==> src/rtl/colstd_pkg.sv <==
`timescale 1ns / 1ps
`default_nettype none
// ----------------------------------------------------------------------------
// colstd_pkg
// Shared constants and types of the column standardizer.
// ----------------------------------------------------------------------------
package colstd_pkg;

    localparam int MAX_ROWS    = 1024;
    localparam int MAX_COLUMNS = 16;
    localparam int SAMPLE_BITS = 16;

    localparam int COL_BITS  = $clog2(MAX_COLUMNS);
    localparam int ROW_BITS  = $clog2(MAX_ROWS);
    localparam int CNT_BITS  = ROW_BITS + 1;
    localparam int ADDR_BITS = ROW_BITS + COL_BITS;
    localparam int SUM_BITS  = 26;
    localparam int SQ_BITS   = 42;
    localparam int DIV_BITS  = 64;

    localparam logic [1:0] STATUS_OK       = 2'd0;
    localparam logic [1:0] STATUS_NOT_READY = 2'd1;
    localparam logic [1:0] STATUS_RANGE    = 2'd2;

    localparam logic CMD_LOAD = 1'b0;
    localparam logic CMD_READ = 1'b1;

    typedef enum logic [3:0] {
        ST_IDLE,
        ST_CLEAR,
        ST_F_MUL,
        ST_F_VAR,
        ST_F_SQRT,
        ST_F_MEAN,
        ST_F_STORE,
        ST_R_FETCH,
        ST_R_DIV,
        ST_R_OUT
    } state_t;

    typedef struct packed {
        logic                start;
        logic [DIV_BITS-1:0] num;
        logic [DIV_BITS-1:0] den;
    } div_req_t;

    typedef struct packed {
        logic                done;
        logic [DIV_BITS-1:0] quo;
        logic [DIV_BITS-1:0] rem;
    } div_rsp_t;

endpackage
`default_nettype wire

==> src/rtl/colstd_divider.sv <==
`timescale 1ns / 1ps
`default_nettype none
// ----------------------------------------------------------------------------
// colstd_divider
// Unsigned restoring divider, one quotient bit per cycle.
// ----------------------------------------------------------------------------
module colstd_divider (
    input  wire logic                  clk,
    input  wire logic                  rst_n,
    input  wire colstd_pkg::div_req_t  req,
    output colstd_pkg::div_rsp_t       rsp
);
    import colstd_pkg::*;

    localparam int STEP_BITS = $clog2(DIV_BITS + 1);

    logic [DIV_BITS-1:0]  quo_reg, quo_next;
    logic [DIV_BITS-1:0]  rem_reg, rem_next;
    logic [DIV_BITS-1:0]  den_reg, den_next;
    logic [STEP_BITS-1:0] step_reg, step_next;
    logic                 busy_reg, busy_next;
    logic                 done_reg, done_next;
    logic [DIV_BITS:0]    trial;

    always_comb
    begin
        quo_next  = quo_reg;
        rem_next  = rem_reg;
        den_next  = den_reg;
        step_next = step_reg;
        busy_next = busy_reg;
        done_next = 1'b0;
        trial     = {rem_reg, quo_reg[DIV_BITS-1]};
        if (req.start)
        begin
            quo_next  = req.num;
            rem_next  = '0;
            den_next  = req.den;
            step_next = STEP_BITS'(DIV_BITS);
            busy_next = 1'b1;
        end
        else if (busy_reg)
        begin
            // shift in one numerator bit, subtract when it fits
            if (trial >= {1'b0, den_reg})
            begin
                rem_next = DIV_BITS'(trial - {1'b0, den_reg});
                quo_next = {quo_reg[DIV_BITS-2:0], 1'b1};
            end
            else
            begin
                rem_next = trial[DIV_BITS-1:0];
                quo_next = {quo_reg[DIV_BITS-2:0], 1'b0};
            end
            step_next = step_reg - 1'b1;
            if (step_reg == STEP_BITS'(1))
            begin
                busy_next = 1'b0;
                done_next = 1'b1;
            end
        end
    end

    always_ff @(posedge clk or negedge rst_n)
    begin
        if (!rst_n)
        begin
            busy_reg <= 1'b0;
            done_reg <= 1'b0;
            step_reg <= '0;
        end
        else
        begin
            busy_reg <= busy_next;
            done_reg <= done_next;
            step_reg <= step_next;
        end
    end

    always_ff @(posedge clk)
    begin
        quo_reg <= quo_next;
        rem_reg <= rem_next;
        den_reg <= den_next;
    end

    assign rsp.done = done_reg;
    assign rsp.quo  = quo_reg;
    assign rsp.rem  = rem_reg;

endmodule
`default_nettype wire

==> config.mk <==
export PLATFORM = sky130hd
export DESIGN_NAME = colstd_divider
export DESIGN_NICKNAME = d
export VERILOG_FILES = /design/src/rtl/colstd_pkg.sv /design/src/rtl/colstd_divider.sv
export SDC_FILE = /design/constraint.sdc
export NUM_CORES = 1
export LEC_CHECK = 0
export ABC_AREA = 1
export BUFFER_PORTS_ARGS = -buffer_cell sky130_fd_sc_hd__buf_2
export CORE_MARGIN = 2
export CORE_UTILIZATION = 35
export CTS_CLUSTER_DIAMETER = 80
export DETAILED_ROUTE_END_ITERATION = 10
export PLACE_DENSITY = 0.59
export SLEW_MARGIN = 20
export SYNTH_ARGS = -nofsm -noshare
export SYNTH_HDL_FRONTEND = slang
export SYNTH_SLANG_ARGS = --single-unit
==> constraint.sdc <==
create_clock -name clk -period 3.8 [get_ports clk]
set_input_delay 0.19 -clock clk [delete_from_list [all_inputs] [get_ports clk]]
set_output_delay 0.19 -clock clk [all_outputs]
set_load 0.005 [all_outputs]
==> impl_metrics.env <==
export IMPL_layout_filler_cells=4223
export IMPL_drcViolationCount=0
export IMPL_place_port_buffers=259
export IMPL_ctsHtreeMaxLevel=1
export IMPL_type_of_element_capturing_the_critical_path="register"
export IMPL_critical_path_cell_list="inv_1 -> ha_1 -> nand2_1 -> inv_1 -> nand2_1 -> nand2_1 -> inv_2 -> nand3_2 -> nand2_1 -> nand2_2 -> nand2_1 -> nand2_2 -> nand2_2 -> buf_4 -> nand3_1 -> nand3_1 -> o21ai_1"
export IMPL_crit_path_top_delay_cell="sky130_fd_sc_hd__buf_4"
export IMPL_setup_viol=0
export IMPL_run_status="finished clean"
export IMPL_p_sw_share_pct=27.7
export IMPL_clk_path_buf_depth=3
export IMPL_crit_required_ps=4220
export IMPL_syn_num_nets=2396
export IMPL_antenna_cells_inserted=0
export IMPL_path_class="register to register"
export IMPL_min_delay_path_class="input pin to register"
export IMPL_part_of_the_total_power_dissipated_in_combinational_logic_pct=15.3
export IMPL_place_gp_congestion=0.964
export IMPL_cts_sink_count=201
export IMPL_worst_pin_slew_ps=926
export IMPL_cts_resized=0
export IMPL_ys_ff_latch=201
export IMPL_floorplan_die_area_um2=42700
export IMPL_max_slew_margin_pct=38.2
export IMPL_dp_final_hpwl_um=42000
export IMPL_clockPowerShare_pct=40.3
export IMPL_seq_power_share_pct=44.4
export IMPL_cts_setup_buffers=0
export IMPL_ys_warnings_count=0
export IMPL_synth_seq_area_share_pct=37.3
export IMPL_count_of_flip_flops_with_a_built_in_enable_after_synthesis=128
export IMPL_area_used_by_multi_input_combinational_logic_um2=7010
export IMPL_fin_nets=2773
export IMPL_final_max_slew_viol_count=0
export IMPL_cts_tree="yes"
export IMPL_power_internal_mw=4.20
export IMPL_worstSkewPairLatency_ps=570
export IMPL_final_routed_wirelength_um=53400
export IMPL_sequential_cell_area_um2=5350
export IMPL_die_x_um=207
export IMPL_grt_total_usage_pct=24.8
export IMPL_post_drt_via_cell_ratio=4.69
export IMPL_path_common_cell="sky130_fd_sc_hd__nand2_1"
export IMPL_die_height_um=207
export IMPL_drtAntennaViolNets=0
export IMPL_antenna_violations_before_repair=1
export IMPL_grt_max_degree=78
export IMPL_num_rows=74
export IMPL_areaGrowthSynthToFinish_pct=27.1
export IMPL_cts_hold_buffers_added=129
export IMPL_syn_area_per_cell_um2=6.53
export IMPL_synthCells=2198
export IMPL_worst_ir_drop_vdd_v=0.000341
export IMPL_grt_overflow=0
export IMPL_fin_crit_ps=3170
export IMPL_postSynth_topFlopCell="sky130_fd_sc_hd__edfxtp_1"
export IMPL_powerDensity_nw_per_um2=318
export IMPL_clk_pin_slew_worst_paths_ps=60
export IMPL_critical_path_startpoint_type="register"
export IMPL_area_of_the_mapped_netlist_um2=14400
export IMPL_finalClockSkew_ps=21.5
export IMPL_total_leakage_power_nw=10.2
export IMPL_boundaryPins=260
export IMPL_net_switching_power_mw=1.61
export IMPL_final_layout_size_suffix_gt1_share_pct=13.1
export IMPL_max_freq_mhz=315
export IMPL_cap_viol_max_count=0
export IMPL_wire_per_inst_um=17.1
export IMPL_final_min_period_over_clock_period_pct=83.5
export IMPL_grt_pass1_wl_um=80700
export IMPL_netlist_cell_type_count=39
export IMPL_setup_repair_after_global_routing_missed_its_margin="no"
export IMPL_critPathMaxFanout=65
export IMPL_hold_violations=0
export IMPL_cp_data_arrival_time_ps=3590
export IMPL_critical_path_max_stage_delay_ps=580
export IMPL_synthArstFlopShare_pct=4.48
export IMPL_fin_hold_ws_ps=14.9
export IMPL_clockRootBuffer="sky130_fd_sc_hd__clkbuf_16"
export IMPL_dr_total_vias=14700
export IMPL_floorplan_initialDensity_pct=35.3
export IMPL_design_core_area_um2=40600
export IMPL_cts_inserted_buffers=25
export IMPL_drt_pass1_iter_count=5
export IMPL_first_iter_violations=966
export IMPL_grt_pass1_vias=14400
export IMPL_setup_total_negative_slack_ps=0
[final cells by class]
| type | instances | share of cell area [%] |
|---|---|---|
| clock buffer | 34 | 3.94 |
| clock inverter | 12 | 0.459 |
| inverter | 454 | 9.35 |
| multi-input combinational | 1494 | 38.4 |
| sequential | 201 | 29.3 |
| tap | 532 | 3.65 |
| timing repair buffer | 399 | 14.9 |
[cells in the mapped netlist, drive strengths merged, types with 15 or more instances]
| cell type | instances | share of area, % |
|---|---|---|
| xnor2 | 29 | 1.8 |
| ha | 66 | 5.8 |
| nand3 | 159 | 5.6 |
| nor2 | 126 | 3.5 |
| inv | 454 | 12 |
| nand3b | 30 | 1.6 |
| edfxtp | 128 | 27 |
| dfxtp | 64 | 8.9 |
| clkbuf | 23 | 0.60 |
| nand2 | 922 | 24 |
| nor3 | 15 | 0.52 |
| nand4 | 19 | 0.83 |
| o21ai | 48 | 1.7 |
| buf | 26 | 1.5 |
| a21oi | 54 | 1.9 |
[cell usage in the layout, fill, tap and decap left out, types with 6 or more instances in the layout]
cell type / count
sky130_fd_sc_hd__o21ai_0: 40
sky130_fd_sc_hd__o21ai_1: 8
sky130_fd_sc_hd__a21oi_1: 54
sky130_fd_sc_hd__edfxtp_1: 128
sky130_fd_sc_hd__dlygate4sd3_1: 129
sky130_fd_sc_hd__o21bai_1: 8
sky130_fd_sc_hd__nand2_1: 915
sky130_fd_sc_hd__buf_2: 258
sky130_fd_sc_hd__nand3b_1: 30
sky130_fd_sc_hd__clkinv_2: 6
sky130_fd_sc_hd__inv_2: 6
sky130_fd_sc_hd__buf_4: 9
sky130_fd_sc_hd__dfrtp_1: 9
sky130_fd_sc_hd__nor2_1: 112
sky130_fd_sc_hd__dfxtp_1: 64
sky130_fd_sc_hd__clkbuf_8: 6
sky130_fd_sc_hd__nor2_2: 12
sky130_fd_sc_hd__ha_1: 66
sky130_fd_sc_hd__xnor2_1: 29
sky130_fd_sc_hd__clkbuf_16: 25
sky130_fd_sc_hd__nand2_2: 6
sky130_fd_sc_hd__nand3_1: 158
sky130_fd_sc_hd__nand4_1: 19
sky130_fd_sc_hd__nor3_1: 15
sky130_fd_sc_hd__inv_1: 447
[power groups by stage]
stage                     Clock, mW  Sequential [mW]  Combinational [mW]
final                          2.34             2.58               0.891
after global routing           2.49             2.59               0.990
after detailed placement          0             2.62               0.783
after CTS                      2.40             2.58               0.887
after global placement            0             2.61               0.777
after floorplan                   0             2.61               0.442
[path summary, 6_finish.rpt]
check / to / cells past startpoint / start / slack (ps)
worst max-delay path: rem_reg[19] / 17 / den_reg[7] / 630
worst min-delay path: quo_reg[0] / 3 / req[64] / 10
worst max register to register: rem_reg[19] / 17 / den_reg[7] / 630
worst min register to register: rem_reg[44] / 2 / rem_reg[44] / 480
max in group asynchronous: step_reg[0] / 4 / rst_n / 2350
min in group asynchronous: busy_reg / 3 / rst_n / 500
[per-stage QoR]
step	setup slack (ps)	power (mW)	utilization, %	std cells	cell area [um^2]
floorplan	884	3.05	-	2198	14400
global placement	706	3.39	39.7	2951	16200
detailed placement	682	3.40	39.7	2951	16200
CTS	671	5.87	44.9	3126	18200
global route	367	6.07	44.9	3126	18200
finish	626	5.81	44.9	3126	18200
[per-layer routing]
layer  track usage, %  vias up  part of all wire [%]  routed length (um)
met5                0        -                     0                   0
met4             10.7        0                   4.8                2560
met3             4.95       91                   7.1                3810
met2             40.7      465                    45               23800
met1             31.7     6647                    43               23200
li1                 -     7468                     -                   -
[critical path, delay by kind of cell, from the launching register on]
family                   cells  cell delay (ps)
AO/OA/AOI/OAI                1               90
adder cells (fa/ha/maj)      1              330
buffers and inverters        4              740
flip-flops                   1              310
AND/OR/NAND/NOR             11             1460
[cells by family after synthesis]
| kind of cell | Yosys count | synth area share, % |
|---|---|---|
| XOR/XNOR | 31 | 1.89 |
| adder cells (fa/ha/maj) | 67 | 5.89 |
| buffers and inverters | 503 | 14.0 |
| AND/OR/NAND/NOR | 1280 | 36.7 |
| AO/OA/AOI/OAI | 116 | 4.30 |
| flip-flops | 201 | 37.3 |
(Power assumes the default switching activity.)
